<file path="src/sv/psfr_pkg.sv">
// ============================================================================
// Particle sensor frame receiver package
// Shared widths, codes, types and helper functions.
// ============================================================================
package psfr_pkg;

    localparam int BUFFER_DEPTH_DEF = 64;
    localparam int LEN_W            = 8;

    localparam int OPCODE_W = 2;
    localparam int BYTE_W   = 8;
    localparam int STATUS_W = 2;
    localparam int KIND_W   = 2;
    localparam int WIDX_W   = 4;
    localparam int WORD_W   = 16;
    localparam int TIMER_W  = 16;

    localparam int QUEUE_DEPTH = 2;
    localparam int QPTR_W      = 1;
    localparam int QCNT_W      = 2;

    typedef logic [OPCODE_W-1:0] t_opcode;
    typedef logic [STATUS_W-1:0] t_status;
    typedef logic [KIND_W-1:0]   t_kind;

    localparam t_opcode OP_BYTE = 2'd0;
    localparam t_opcode OP_TICK = 2'd1;
    localparam t_opcode OP_READ = 2'd2;

    localparam t_status STAT_NONE    = 2'd0;
    localparam t_status STAT_VALID   = 2'd1;
    localparam t_status STAT_INVALID = 2'd2;

    localparam t_kind KIND_NONE  = 2'd0;
    localparam t_kind KIND_L28   = 2'd1;
    localparam t_kind KIND_L20   = 2'd2;
    localparam t_kind KIND_OTHER = 2'd3;

    localparam logic [BYTE_W-1:0]  HDR0        = 8'h42;
    localparam logic [BYTE_W-1:0]  HDR1        = 8'h4D;
    localparam logic [WORD_W-1:0]  LEN_FULL    = 16'd28;
    localparam logic [WORD_W-1:0]  LEN_SHORT   = 16'd20;
    localparam logic [TIMER_W-1:0] TIMEOUT_RST = 16'd20;

    localparam int NUM_WORDS   = 12;
    localparam int WORDS_SHORT = 6;
    localparam int DATA_OFS    = 4;

    localparam logic [WIDX_W-1:0] LAST_WORD_IDX = 4'd11;

    localparam int POS_HDR0   = 0;
    localparam int POS_HDR1   = 1;
    localparam int POS_LEN_HI = 2;
    localparam int POS_LEN_LO = 3;

    typedef struct packed {
        logic             pending;
        logic             frame_ok;
        logic [LEN_W-1:0] len;
        t_kind            kind;
    } t_read_req;

    typedef enum logic [1:0] {
        BS_IDLE,
        BS_RD,
        BS_ACC,
        BS_SEND
    } t_back_state;

    typedef enum logic [2:0] {
        PH_SUM,
        PH_CK_HI,
        PH_CK_LO,
        PH_W_HI,
        PH_W_LO
    } t_walk_phase;

    function automatic logic [WIDX_W-1:0] words_for_kind(input t_kind fkind);
        logic [WIDX_W-1:0] n;
        case (fkind)
            KIND_L28: n = WIDX_W'(NUM_WORDS);
            KIND_L20: n = WIDX_W'(WORDS_SHORT);
            default:  n = '0;
        endcase
        return n;
    endfunction

endpackage

</file>
<file path="src/sv/psfr_if.sv">
// ============================================================================
// Particle sensor frame receiver channel interfaces
// Valid/ready channels for input items, result items and the register write.
// ============================================================================
interface psfr_in_if;
    import psfr_pkg::*;

    logic               valid;
    logic               ready;
    t_opcode            opcode;
    logic [BYTE_W-1:0]  rx_byte;

    modport source(output valid, output opcode, output rx_byte, input ready);
    modport sink(input valid, input opcode, input rx_byte, output ready);
endinterface

interface psfr_out_if;
    import psfr_pkg::*;

    logic               valid;
    logic               ready;
    t_status            status;
    t_kind              frame_kind;
    logic [WIDX_W-1:0]  word_index;
    logic [WORD_W-1:0]  word_value;
    logic               last;

    modport source(output valid, output status, output frame_kind, output word_index,
                   output word_value, output last, input ready);
    modport sink(input valid, input status, input frame_kind, input word_index,
                 input word_value, input last, output ready);
endinterface

interface psfr_cfg_if;
    import psfr_pkg::*;

    logic               valid;
    logic               ready;
    logic [TIMER_W-1:0] gap_timeout_ticks;

    modport source(output valid, output gap_timeout_ticks, input ready);
    modport sink(input valid, input gap_timeout_ticks, output ready);
endinterface

</file>
<file path="src/sv/psfr_ram.sv">
// ============================================================================
// Particle sensor frame receiver RAM
// Generic single-write, single-read memory with registered read data.
// ============================================================================
module psfr_ram #(
    parameter int WIDTH = psfr_pkg::BYTE_W,
    parameter int DEPTH = psfr_pkg::BUFFER_DEPTH_DEF
) (
    input  logic                     i_clk,
    input  logic                     i_wr_en,
    input  logic [$clog2(DEPTH)-1:0] i_wr_addr,
    input  logic [WIDTH-1:0]         i_wr_data,
    input  logic [$clog2(DEPTH)-1:0] i_rd_addr,
    output logic [WIDTH-1:0]         o_rd_data
);
    logic [WIDTH-1:0] r_mem [DEPTH];
    logic [WIDTH-1:0] r_rd_data;

    always_ff @(posedge i_clk) begin
        if (i_wr_en) begin
            r_mem[i_wr_addr] <= i_wr_data;
        end
        r_rd_data <= r_mem[i_rd_addr];
    end

    assign o_rd_data = r_rd_data;
endmodule

</file>
<file path="src/sv/psfr_queue.sv">
// ============================================================================
// Particle sensor frame receiver request queue
// Two-entry queue carrying classified read requests to the back end.
// ============================================================================
module psfr_queue (
    input  logic                i_clk,
    input  logic                i_rst_n,
    input  logic                i_push,
    input  psfr_pkg::t_read_req i_push_data,
    output logic                o_full,
    output logic                o_valid,
    output psfr_pkg::t_read_req o_data,
    input  logic                i_pop
);
    import psfr_pkg::*;

    t_read_req          r_mem [QUEUE_DEPTH];
    logic [QPTR_W-1:0]  r_wptr, n_wptr;
    logic [QPTR_W-1:0]  r_rptr, n_rptr;
    logic [QCNT_W-1:0]  r_cnt, n_cnt;

    assign o_full  = (r_cnt == QCNT_W'(QUEUE_DEPTH));
    assign o_valid = (r_cnt != '0);
    assign o_data  = r_mem[r_rptr];

    always_comb begin
        n_wptr = r_wptr;
        n_rptr = r_rptr;
        n_cnt  = r_cnt;
        if (i_push) begin
            n_wptr = r_wptr + 1'b1;
        end
        if (i_pop) begin
            n_rptr = r_rptr + 1'b1;
        end
        if (i_push && !i_pop) begin
            n_cnt = r_cnt + 1'b1;
        end else if (i_pop && !i_push) begin
            n_cnt = r_cnt - 1'b1;
        end
    end

    always_ff @(posedge i_clk) begin
        if (!i_rst_n) begin
            r_wptr <= '0;
            r_rptr <= '0;
            r_cnt  <= '0;
        end else begin
            r_wptr <= n_wptr;
            r_rptr <= n_rptr;
            r_cnt  <= n_cnt;
        end
    end

    always_ff @(posedge i_clk) begin
        if (i_push) begin
            r_mem[r_wptr] <= i_push_data;
        end
    end
endmodule

</file>
<file path="src/sv/psfr_front.sv">
// ============================================================================
// Particle sensor frame receiver front end
// Accepts items, stores bytes, runs the gap timer and classifies reads.
// ============================================================================
module psfr_front #(
    parameter int BUFFER_DEPTH = psfr_pkg::BUFFER_DEPTH_DEF
) (
    input  logic                              i_clk,
    input  logic                              i_rst_n,
    psfr_in_if.sink                           i_in,
    psfr_cfg_if.sink                          i_cfg,
    input  logic                              i_store_busy,
    input  logic                              i_req_ready,
    output logic                              o_req_valid,
    output psfr_pkg::t_read_req               o_req,
    output logic                              o_wr_en,
    output logic [$clog2(BUFFER_DEPTH)-1:0]   o_wr_addr,
    output logic [psfr_pkg::BYTE_W-1:0]       o_wr_data,
    output logic [BUFFER_DEPTH-1:0]           o_entry_vld
);
    import psfr_pkg::*;

    localparam int AW = $clog2(BUFFER_DEPTH);
    localparam int CW = AW + 1;

    logic [TIMER_W-1:0]      r_timeout, n_timeout;
    logic [TIMER_W-1:0]      r_timer, n_timer;
    logic [CW-1:0]           r_count, n_count;
    logic                    r_pending, n_pending;
    logic [BUFFER_DEPTH-1:0] r_entry_vld, n_entry_vld;
    logic [BYTE_W-1:0]       r_hdr0, n_hdr0;
    logic [BYTE_W-1:0]       r_hdr1, n_hdr1;
    logic [BYTE_W-1:0]       r_len_hi, n_len_hi;
    logic [BYTE_W-1:0]       r_len_lo, n_len_lo;

    logic                    w_accept;
    logic [WORD_W-1:0]       w_len;
    logic                    w_len_fits;
    logic                    w_hdr_ok;

    assign i_cfg.ready = 1'b1;
    assign w_accept    = i_in.valid && i_in.ready;
    assign w_len       = {r_len_hi, r_len_lo};
    assign w_len_fits  = (({1'b0, w_len} + 17'd3) < 17'(BUFFER_DEPTH));
    assign w_hdr_ok    = (r_hdr0 == HDR0) && (r_hdr1 == HDR1);

    always_comb begin
        case (i_in.opcode)
            OP_BYTE: i_in.ready = !i_store_busy;
            OP_READ: i_in.ready = i_req_ready;
            default: i_in.ready = 1'b1;
        endcase
    end

    assign o_wr_en     = w_accept && (i_in.opcode == OP_BYTE) && !r_pending
                         && (r_count < CW'(BUFFER_DEPTH));
    assign o_wr_addr   = r_count[AW-1:0];
    assign o_wr_data   = i_in.rx_byte;
    assign o_entry_vld = r_entry_vld;

    assign o_req_valid    = w_accept && (i_in.opcode == OP_READ);
    assign o_req.pending  = r_pending;
    assign o_req.frame_ok = w_hdr_ok && w_len_fits;
    assign o_req.len      = w_len[LEN_W-1:0];
    assign o_req.kind     = (w_len == LEN_FULL)  ? KIND_L28 :
                            (w_len == LEN_SHORT) ? KIND_L20 : KIND_OTHER;

    always_comb begin
        n_timeout   = r_timeout;
        n_timer     = r_timer;
        n_count     = r_count;
        n_pending   = r_pending;
        n_entry_vld = r_entry_vld;
        n_hdr0      = r_hdr0;
        n_hdr1      = r_hdr1;
        n_len_hi    = r_len_hi;
        n_len_lo    = r_len_lo;
        if (i_cfg.valid) begin
            n_timeout = i_cfg.gap_timeout_ticks;
        end
        if (w_accept) begin
            case (i_in.opcode)
                OP_BYTE: begin
                    if (!r_pending) begin
                        n_timer = r_timeout;
                    end
                    if (o_wr_en) begin
                        n_count                = r_count + 1'b1;
                        n_entry_vld[o_wr_addr] = 1'b1;
                        if (o_wr_addr == AW'(POS_HDR0)) begin
                            n_hdr0 = o_wr_data;
                        end
                        if (o_wr_addr == AW'(POS_HDR1)) begin
                            n_hdr1 = o_wr_data;
                        end
                        if (o_wr_addr == AW'(POS_LEN_HI)) begin
                            n_len_hi = o_wr_data;
                        end
                        if (o_wr_addr == AW'(POS_LEN_LO)) begin
                            n_len_lo = o_wr_data;
                        end
                    end
                end
                OP_TICK: begin
                    if (r_timer != '0) begin
                        n_timer = r_timer - 1'b1;
                    end else begin
                        if ((r_count != '0) && w_hdr_ok) begin
                            n_pending = 1'b1;
                        end
                        n_count = '0;
                    end
                end
                OP_READ: begin
                    n_pending = 1'b0;
                end
                default: begin
                end
            endcase
        end
    end

    always_ff @(posedge i_clk) begin
        if (!i_rst_n) begin
            r_timeout   <= TIMEOUT_RST;
            r_timer     <= '0;
            r_count     <= '0;
            r_pending   <= 1'b0;
            r_entry_vld <= '0;
            r_hdr0      <= '0;
            r_hdr1      <= '0;
            r_len_hi    <= '0;
            r_len_lo    <= '0;
        end else begin
            r_timeout   <= n_timeout;
            r_timer     <= n_timer;
            r_count     <= n_count;
            r_pending   <= n_pending;
            r_entry_vld <= n_entry_vld;
            r_hdr0      <= n_hdr0;
            r_hdr1      <= n_hdr1;
            r_len_hi    <= n_len_hi;
            r_len_lo    <= n_len_lo;
        end
    end
endmodule

</file>
<file path="src/sv/psfr_back.sv">
// ============================================================================
// Particle sensor frame receiver back end
// Walks the stored frame for the checksum and sends the result words.
// ============================================================================
module psfr_back #(
    parameter int BUFFER_DEPTH = psfr_pkg::BUFFER_DEPTH_DEF
) (
    input  logic                              i_clk,
    input  logic                              i_rst_n,
    input  logic                              i_req_valid,
    input  psfr_pkg::t_read_req               i_req,
    output logic                              o_req_pop,
    output logic [$clog2(BUFFER_DEPTH)-1:0]   o_rd_addr,
    input  logic [psfr_pkg::BYTE_W-1:0]       i_rd_data,
    input  logic [BUFFER_DEPTH-1:0]           i_entry_vld,
    output logic                              o_busy,
    psfr_out_if.source                        o_out
);
    import psfr_pkg::*;

    localparam int AW = $clog2(BUFFER_DEPTH);

    t_back_state        r_state, n_state;
    t_walk_phase        r_phase, n_phase;
    logic [AW-1:0]      r_addr, n_addr;
    logic [AW-1:0]      r_len, n_len;
    t_kind              r_kind, n_kind;
    logic [WORD_W-1:0]  r_sum, n_sum;
    logic [BYTE_W-1:0]  r_ck_hi, n_ck_hi;
    logic [BYTE_W-1:0]  r_word_hi, n_word_hi;
    logic [WIDX_W-1:0]  r_widx, n_widx;
    logic               r_rd_vld, n_rd_vld;
    t_status            r_o_status, n_o_status;
    t_kind              r_o_kind, n_o_kind;
    logic [WIDX_W-1:0]  r_o_widx, n_o_widx;
    logic [WORD_W-1:0]  r_o_value, n_o_value;
    logic               r_o_last, n_o_last;

    assign o_rd_addr        = r_addr;
    assign o_busy           = (r_state != BS_IDLE);
    assign o_out.valid      = (r_state == BS_SEND);
    assign o_out.status     = r_o_status;
    assign o_out.frame_kind = r_o_kind;
    assign o_out.word_index = r_o_widx;
    assign o_out.word_value = r_o_value;
    assign o_out.last       = r_o_last;

    always_comb begin
        logic              v_start_word;
        logic [WIDX_W-1:0] v_k;
        logic              v_short;
        t_status           v_short_status;
        logic [BYTE_W-1:0] v_byte;

        n_state        = r_state;
        n_phase        = r_phase;
        n_addr         = r_addr;
        n_len          = r_len;
        n_kind         = r_kind;
        n_sum          = r_sum;
        n_ck_hi        = r_ck_hi;
        n_word_hi      = r_word_hi;
        n_widx         = r_widx;
        n_rd_vld       = r_rd_vld;
        n_o_status     = r_o_status;
        n_o_kind       = r_o_kind;
        n_o_widx       = r_o_widx;
        n_o_value      = r_o_value;
        n_o_last       = r_o_last;
        o_req_pop      = 1'b0;
        v_start_word   = 1'b0;
        v_k            = '0;
        v_short        = 1'b0;
        v_short_status = STAT_NONE;
        v_byte         = r_rd_vld ? i_rd_data : '0;

        case (r_state)
            BS_IDLE: begin
                if (i_req_valid) begin
                    o_req_pop = 1'b1;
                    n_kind    = i_req.kind;
                    n_len     = i_req.len[AW-1:0];
                    if (!i_req.pending) begin
                        v_short        = 1'b1;
                        v_short_status = STAT_NONE;
                    end else if (!i_req.frame_ok) begin
                        v_short        = 1'b1;
                        v_short_status = STAT_INVALID;
                    end else begin
                        n_addr  = '0;
                        n_sum   = '0;
                        n_phase = PH_SUM;
                        n_state = BS_RD;
                    end
                end
            end
            BS_RD: begin
                n_rd_vld = i_entry_vld[r_addr];
                n_state  = BS_ACC;
            end
            BS_ACC: begin
                n_state = BS_RD;
                case (r_phase)
                    PH_SUM: begin
                        n_sum  = r_sum + WORD_W'(v_byte);
                        n_addr = r_addr + 1'b1;
                        if (r_addr == r_len + 1'b1) begin
                            n_phase = PH_CK_HI;
                        end
                    end
                    PH_CK_HI: begin
                        n_ck_hi = v_byte;
                        n_addr  = r_addr + 1'b1;
                        n_phase = PH_CK_LO;
                    end
                    PH_CK_LO: begin
                        if ({r_ck_hi, v_byte} == r_sum) begin
                            v_start_word = 1'b1;
                            v_k          = '0;
                        end else begin
                            v_short        = 1'b1;
                            v_short_status = STAT_INVALID;
                        end
                    end
                    PH_W_HI: begin
                        n_word_hi = v_byte;
                        n_addr    = r_addr + 1'b1;
                        n_phase   = PH_W_LO;
                    end
                    PH_W_LO: begin
                        n_o_status = STAT_VALID;
                        n_o_kind   = r_kind;
                        n_o_widx   = r_widx;
                        n_o_value  = {r_word_hi, v_byte};
                        n_o_last   = (r_widx == LAST_WORD_IDX);
                        n_state    = BS_SEND;
                    end
                    default: begin
                        n_state = BS_IDLE;
                    end
                endcase
            end
            BS_SEND: begin
                if (o_out.ready) begin
                    if (r_o_last) begin
                        n_state = BS_IDLE;
                    end else begin
                        v_start_word = 1'b1;
                        v_k          = WIDX_W'(r_widx + 1'b1);
                    end
                end
            end
            default: begin
                n_state = BS_IDLE;
            end
        endcase

        if (v_short) begin
            n_o_status = v_short_status;
            n_o_kind   = KIND_NONE;
            n_o_widx   = '0;
            n_o_value  = '0;
            n_o_last   = 1'b1;
            n_state    = BS_SEND;
        end

        if (v_start_word) begin
            n_widx = v_k;
            if (v_k < words_for_kind(r_kind)) begin
                n_addr  = AW'(DATA_OFS) + AW'({v_k, 1'b0});
                n_phase = PH_W_HI;
                n_state = BS_RD;
            end else begin
                n_o_status = STAT_VALID;
                n_o_kind   = r_kind;
                n_o_widx   = v_k;
                n_o_value  = '0;
                n_o_last   = (v_k == LAST_WORD_IDX);
                n_state    = BS_SEND;
            end
        end
    end

    always_ff @(posedge i_clk) begin
        if (!i_rst_n) begin
            r_state <= BS_IDLE;
        end else begin
            r_state <= n_state;
        end
    end

    always_ff @(posedge i_clk) begin
        r_phase    <= n_phase;
        r_addr     <= n_addr;
        r_len      <= n_len;
        r_kind     <= n_kind;
        r_sum      <= n_sum;
        r_ck_hi    <= n_ck_hi;
        r_word_hi  <= n_word_hi;
        r_widx     <= n_widx;
        r_rd_vld   <= n_rd_vld;
        r_o_status <= n_o_status;
        r_o_kind   <= n_o_kind;
        r_o_widx   <= n_o_widx;
        r_o_value  <= n_o_value;
        r_o_last   <= n_o_last;
    end
endmodule

</file>
<file path="src/sv/particle_sensor_frame_receiver.sv">
// ============================================================================
// Particle sensor frame receiver
// Byte and tick requests never produce results; a register write is taken
// in the cycle it is offered. A read request is classified by the front end
// and queued (two entries) for the back end, which answers an empty or
// malformed frame with one result. A frame that passes the header and
// length checks is walked through the single read port of the frame
// memory, one byte at a time over L+4 bytes for the checksum; then each
// present data word is read as a high and a low byte before its result,
// each absent word is sent as zero with no read, and each result is held
// while the result channel stalls. Byte requests are held off while a read
// is queued or in progress so the stored frame stays intact; ticks keep
// flowing. The frame memory carries one valid flag per entry, cleared by
// reset, so no clearing pass is needed after reset.
// ============================================================================
module particle_sensor_frame_receiver #(
    parameter int BUFFER_DEPTH = psfr_pkg::BUFFER_DEPTH_DEF
) (
    input  logic        i_clk,
    input  logic        i_rst_n,
    psfr_in_if.sink     i_in,
    psfr_cfg_if.sink    i_cfg,
    psfr_out_if.source  o_out
);
    import psfr_pkg::*;

    localparam int AW = $clog2(BUFFER_DEPTH);

    logic                    w_req_push;
    t_read_req               w_req_push_data;
    logic                    w_q_full;
    logic                    w_q_valid;
    t_read_req               w_q_data;
    logic                    w_q_pop;
    logic                    w_wr_en;
    logic [AW-1:0]           w_wr_addr;
    logic [BYTE_W-1:0]       w_wr_data;
    logic [AW-1:0]           w_rd_addr;
    logic [BYTE_W-1:0]       w_rd_data;
    logic [BUFFER_DEPTH-1:0] w_entry_vld;
    logic                    w_back_busy;
    logic                    w_store_busy;

    assign w_store_busy = w_back_busy || w_q_valid;

    psfr_front #(
        .BUFFER_DEPTH(BUFFER_DEPTH)
    ) u_front (
        .i_clk        (i_clk),
        .i_rst_n      (i_rst_n),
        .i_in         (i_in),
        .i_cfg        (i_cfg),
        .i_store_busy (w_store_busy),
        .i_req_ready  (!w_q_full),
        .o_req_valid  (w_req_push),
        .o_req        (w_req_push_data),
        .o_wr_en      (w_wr_en),
        .o_wr_addr    (w_wr_addr),
        .o_wr_data    (w_wr_data),
        .o_entry_vld  (w_entry_vld)
    );

    psfr_queue u_queue (
        .i_clk       (i_clk),
        .i_rst_n     (i_rst_n),
        .i_push      (w_req_push),
        .i_push_data (w_req_push_data),
        .o_full      (w_q_full),
        .o_valid     (w_q_valid),
        .o_data      (w_q_data),
        .i_pop       (w_q_pop)
    );

    psfr_ram #(
        .WIDTH(BYTE_W),
        .DEPTH(BUFFER_DEPTH)
    ) u_frame_ram (
        .i_clk     (i_clk),
        .i_wr_en   (w_wr_en),
        .i_wr_addr (w_wr_addr),
        .i_wr_data (w_wr_data),
        .i_rd_addr (w_rd_addr),
        .o_rd_data (w_rd_data)
    );

    psfr_back #(
        .BUFFER_DEPTH(BUFFER_DEPTH)
    ) u_back (
        .i_clk       (i_clk),
        .i_rst_n     (i_rst_n),
        .i_req_valid (w_q_valid),
        .i_req       (w_q_data),
        .o_req_pop   (w_q_pop),
        .o_rd_addr   (w_rd_addr),
        .i_rd_data   (w_rd_data),
        .i_entry_vld (w_entry_vld),
        .o_busy      (w_back_busy),
        .o_out       (o_out)
    );
endmodule

</file>
<file path="src/flat_wrapper.sv">
// flat-port wrapper written by rule: the top's interface ports become plain ports
module particle_sensor_frame_receiver_flat import psfr_pkg::*;
#(
    parameter int BUFFER_DEPTH = psfr_pkg::BUFFER_DEPTH_DEF
)
  (i_clk, i_rst_n, i_in_valid, i_in_opcode, i_in_rx_byte, i_in_ready, i_cfg_valid, i_cfg_gap_timeout_ticks, i_cfg_ready, o_out_valid, o_out_status, o_out_frame_kind, o_out_word_index, o_out_word_value, o_out_last, o_out_ready);
  psfr_in_if i_in_i ();
  psfr_cfg_if i_cfg_i ();
  psfr_out_if o_out_i ();
  input  logic i_clk;
  input  logic i_rst_n;
  input wire logic [$bits(i_in_i.valid)-1:0] i_in_valid;
  input wire logic [$bits(i_in_i.opcode)-1:0] i_in_opcode;
  input wire logic [$bits(i_in_i.rx_byte)-1:0] i_in_rx_byte;
  output wire logic [$bits(i_in_i.ready)-1:0] i_in_ready;
  input wire logic [$bits(i_cfg_i.valid)-1:0] i_cfg_valid;
  input wire logic [$bits(i_cfg_i.gap_timeout_ticks)-1:0] i_cfg_gap_timeout_ticks;
  output wire logic [$bits(i_cfg_i.ready)-1:0] i_cfg_ready;
  output wire logic [$bits(o_out_i.valid)-1:0] o_out_valid;
  output wire logic [$bits(o_out_i.status)-1:0] o_out_status;
  output wire logic [$bits(o_out_i.frame_kind)-1:0] o_out_frame_kind;
  output wire logic [$bits(o_out_i.word_index)-1:0] o_out_word_index;
  output wire logic [$bits(o_out_i.word_value)-1:0] o_out_word_value;
  output wire logic [$bits(o_out_i.last)-1:0] o_out_last;
  input wire logic [$bits(o_out_i.ready)-1:0] o_out_ready;
  assign i_in_i.valid = i_in_valid;
  assign i_in_i.opcode = i_in_opcode;
  assign i_in_i.rx_byte = i_in_rx_byte;
  assign i_in_ready = i_in_i.ready;
  assign i_cfg_i.valid = i_cfg_valid;
  assign i_cfg_i.gap_timeout_ticks = i_cfg_gap_timeout_ticks;
  assign i_cfg_ready = i_cfg_i.ready;
  assign o_out_valid = o_out_i.valid;
  assign o_out_status = o_out_i.status;
  assign o_out_frame_kind = o_out_i.frame_kind;
  assign o_out_word_index = o_out_i.word_index;
  assign o_out_word_value = o_out_i.word_value;
  assign o_out_last = o_out_i.last;
  assign o_out_i.ready = o_out_ready;
  particle_sensor_frame_receiver #(.BUFFER_DEPTH(BUFFER_DEPTH)) u_core (.i_clk(i_clk), .i_rst_n(i_rst_n), .i_in(i_in_i), .i_cfg(i_cfg_i), .o_out(o_out_i));
endmodule
</file>
<file path="config.mk">
export PLATFORM = sky130hd
export DESIGN_NAME = particle_sensor_frame_receiver_flat
export DESIGN_NICKNAME = d
export VERILOG_FILES = /design/src/sv/psfr_pkg.sv /design/src/sv/psfr_if.sv /design/src/sv/psfr_ram.sv /design/src/sv/psfr_queue.sv /design/src/sv/psfr_front.sv /design/src/sv/psfr_back.sv /design/src/sv/particle_sensor_frame_receiver.sv /design/src/flat_wrapper.sv
export SDC_FILE = /design/constraint.sdc
export NUM_CORES = 1
export LEC_CHECK = 0
export BUFFER_PORTS_ARGS = -buffer_cell sky130_fd_sc_hd__buf_2
export CORE_ASPECT_RATIO = 0.75
export CORE_UTILIZATION = 67
export DETAILED_ROUTE_END_ITERATION = 6
export PLACE_DENSITY = 0.84
export SLEW_MARGIN = 0
export SYNTH_ARGS = -nofsm -noshare
export SYNTH_HDL_FRONTEND = slang
export SYNTH_SLANG_ARGS = --single-unit
</file>
<file path="constraint.sdc">
create_clock -name i_clk -period 8.47 [get_ports i_clk]
set_clock_uncertainty 0.2 [all_clocks]
set_input_delay 0.4235 -clock i_clk [delete_from_list [all_inputs] [get_ports i_clk]]
set_output_delay 0.4235 -clock i_clk [all_outputs]
set_load 0.05 [all_outputs]
</file>
==> run_results.csv <==
group,metric,value,unit
power_and_ir_drop,peakVddDrop,0.0002245,V
timing,setup-violations-final,0,
timing,max_freq,0.2365,GHz
setup_path,path_delay_family,"buffers and inverters",
setup_path,cp_common_cell,"buf_4",
setup_path,path_class,"reg -> reg",
final_layout,utilization,0.7541,
setup_path,crit_slowest_cell,"a2111oi_0",
cts,clk_latency,0.60,ns
synthesis,yosys.area_share.simple,0.07515,
synthesis,ys_async_sr_fraction,0,
cts,clkTransAtPathRegs,0.06,ns
route,route.detailed.drc,1,
min_path,min_path_type,"in -> reg",
grt,grt_use_total,0.3141,
cts,cts-root-buf,"clkbuf_16",
floorplan,die_h,187.6,microns
synthesis,synthCells,2007,
cts,cts_resized,0,
cts,cts.htree.levels,3,
power_and_ir_drop,leakage,11.40,nW
route,vias,18494,
setup_path,cp-end-kind,"flip-flop",
setup_path,worst-path-buf-inv,2,
grt,grt_pass1_vias,18540,
synthesis,synth-seq-cells,762,
grt,grt_pass1_wl,110.2,mm
route,drt_pass1_iterations,7,
power_and_ir_drop,power.density,278.4,nW/um^2
setup_path,max_stage_delay,0.84,ns
floorplan,rows,67,
synthesis,synth_compound_area_frac,0.06905,
job,cap_viol_max_count,0,
timing,fin_tns_setup,0,ns
synthesis,yosysSeqAreaShare,0.6831,
setup_path,cp_cell_sequence,"buf_4 > buf_4 > mux4_2 > mux2i_1 > nor2_1 > a2111oi_0 > nor3_1",
synthesis,synthMuxAreaShare,0.1342,
grt,grt-ovfl-total,0,
synthesis,synthTopCellsByCount,"577 x edfxtp_1, 185 x dfxtp_1, 174 x nor2_1",
setup_path,arrival,4.34,ns
timing,finalCritPeriodShare,0.4991,
synthesis,synth_area,30780,sq um
outcome,violations,"DRC",
setup_path,cp.required,8.58,ns
final_layout,n_antenna_cell,0,
cts,clk_path_buf_depth,3,
floorplan,start_util,0.6838,
synthesis,syn-num-nets,2061,
cts,hold_buffers,18,
outcome,status,"finished with violations",
floorplan,die_area,46820,sq um
grt,antenna_found_initial,3,
grt,grt_max_degree,69,
cts,cts_tree,"done",
setup_path,start_kind,"flip-flop",
route,wl,72.41,mm
timing,rsz0062_at_grt,"false",
synthesis,synth_adder_area_share,0.009592,
synthesis,synth_top_family_by_area,"multiplexers",
synthesis,synth.avg_cell_area,15.34,sq um
floorplan,ios,59,
placed_design,dp_hpwl,42.85,mm
synthesis,synth_area_leaders,"edfxtp_1 56%, dfxtp_1 12%, mux4_2 9.2%",
final_layout,layout.nets,2114,
floorplan,coreArea,45020,sq um
timing,max-slew-margin-rel,0.1466,
route,drt-initial-drc-count,2325,
final_layout,syn_to_final_growth,10.27,%
placed_design,routabilityCongestion,0.8522,
route,wire_per_inst,26.78,microns
timing,hold_viol,0,
cts,cts_buffers,70,
synthesis,netlist.area_leader.share,0.5628,
route,ant_nets,0,
final_layout,drive_gt1_frac,0.1657,
synthesis,synth-edff-count,577,
synthesis,synth_warnings,0,
placed_design,portBuffers,57,
timing,finalMaxSlewViolations,0,
synthesis,synthFlopType,"edfxtp_1",
timing,fin_crit,4.227,ns
synthesis,synthXorXnorAreaFrac,0.009673,
synthesis,synth_largest_area_cell,"edfxtp_1",
synthesis,synth_most_common_cell,"edfxtp_1",
cts,post_cts_buffers,0,
timing,max_slew.worst_pin.slew,1.248,ns
route,via_per_inst,6.839,
synthesis,ys_types,81,
setup_path,critPathMaxFanout,52,
cts,clock_sinks,762,
floorplan,die_x,249.5,microns
cell families (layout without fill, tap and decap cells):
kind of cell             Yosys count  count (layout)
flip-flops                       762             762
AND/OR/NAND/NOR                  492             492
AO/OA/AOI/OAI                    308             308
multiplexers                     253             253
buffers and inverters            134             245
XOR/XNOR                          34              34
adder cells (fa/ha/maj)           23              23
other                              1               1
area by class of cell:
type	count	area, sq um
multi-input combinational	1111	9174
tap	586	733.2
sequential	762	21040
fill	2522	11070
inverter	21	78.83
clock inverter	35	345.3
clock buffer	95	1961
timing repair buffer	94	610.6
cell usage in the layout (no fill, tap or decap), types with 22 or more instances in the layout:
cell type,count
edfxtp_1,577
dfxtp_1,181
nor2_1,174
nand2_1,138
mux4_2,126
mux2i_1,109
clkbuf_16,74
o21ai_0,68
buf_2,56
o21a_1,52
a21oi_1,39
nand3_1,33
nor2b_1,25
nor3_1,22
xor2_1,22
o22ai_1,22
ha_1,22
state kept, by name (all words and copies together) (netlist names), 16 cells and up, named ones only:
register	cells
u_core.u_back.o_out.word_value	16
u_core.u_back.r_sum	16
u_core.u_frame_ram.r_mem	512
u_core.u_front.o_entry_vld	64
u_core.u_front.r_timeout	16
u_core.u_front.r_timer	16
u_core.u_queue.r_mem	20
report_power, final:
group	leakage (nW)	switching, W	total, W	internal (W)
sequential	6.69	0.000207	0.00437	0.00417
clock	1.12	0.00137	0.00319	0.00182
combinational	3.59	0.00107	0.00189	0.000810
total	11.4	0.00265	0.00945	0.00680
worst reg2reg max path: stages (launching register included):
cell       delay, ns
dfxtp_4         0.70
buf_4           0.62
buf_4           0.76
mux4_2          0.44
mux2i_1         0.16
nor2_1          0.08
a2111oi_0       0.84
nor3_1          0.14
layer usage:
layer | share of wire | GRT usage | up-vias
li1 | - | - | 7849
met1 | 0.39 | 0.4403 | 9231
met2 | 0.47 | 0.4929 | 1232
met3 | 0.11 | 0.07635 | 180
met4 | 0.028 | 0.09900 | 2
met5 | 0.00015 | 0 | -
stage by stage:
stage / power [W] / setup slack [ns] / instances / area [sq um] / hold slack (ns)
6_report: 0.009450 / 4.243 / 2704 / 33950 / 0.06948
5_1_grt: 0.009736 / 3.861 / 2704 / 33950 / 0.08373
4_1_cts: 0.009443 / 4.328 / 2704 / 33950 / 0.06409
3_5_place_dp: 0.006275 / 4.391 / 2556 / 31460 / 0.2435
3_3_place_gp: 0.006214 / 4.338 / 2556 / 31460 / 0.2298
2_1_floorplan: 0.005976 / 5.560 / 2007 / 30780 / 0.2198
final timing paths:
kind                                                     from                              to  slack (ns)  cells past startpoint
worst min-delay path                                  i_rst_n  u_core.u_front.o_entry_vld[39]        0.07                      2
worst max-delay path               u_core.u_back.o_rd_addr[1]          u_core.u_back.r_rd_vld        4.24                      7
worst max register to register     u_core.u_back.o_rd_addr[1]          u_core.u_back.r_rd_vld        4.24                      7
worst min register to register  u_core.u_front.o_entry_vld[9]   u_core.u_front.o_entry_vld[9]        0.26                      2
(Power assumes the default switching activity.)
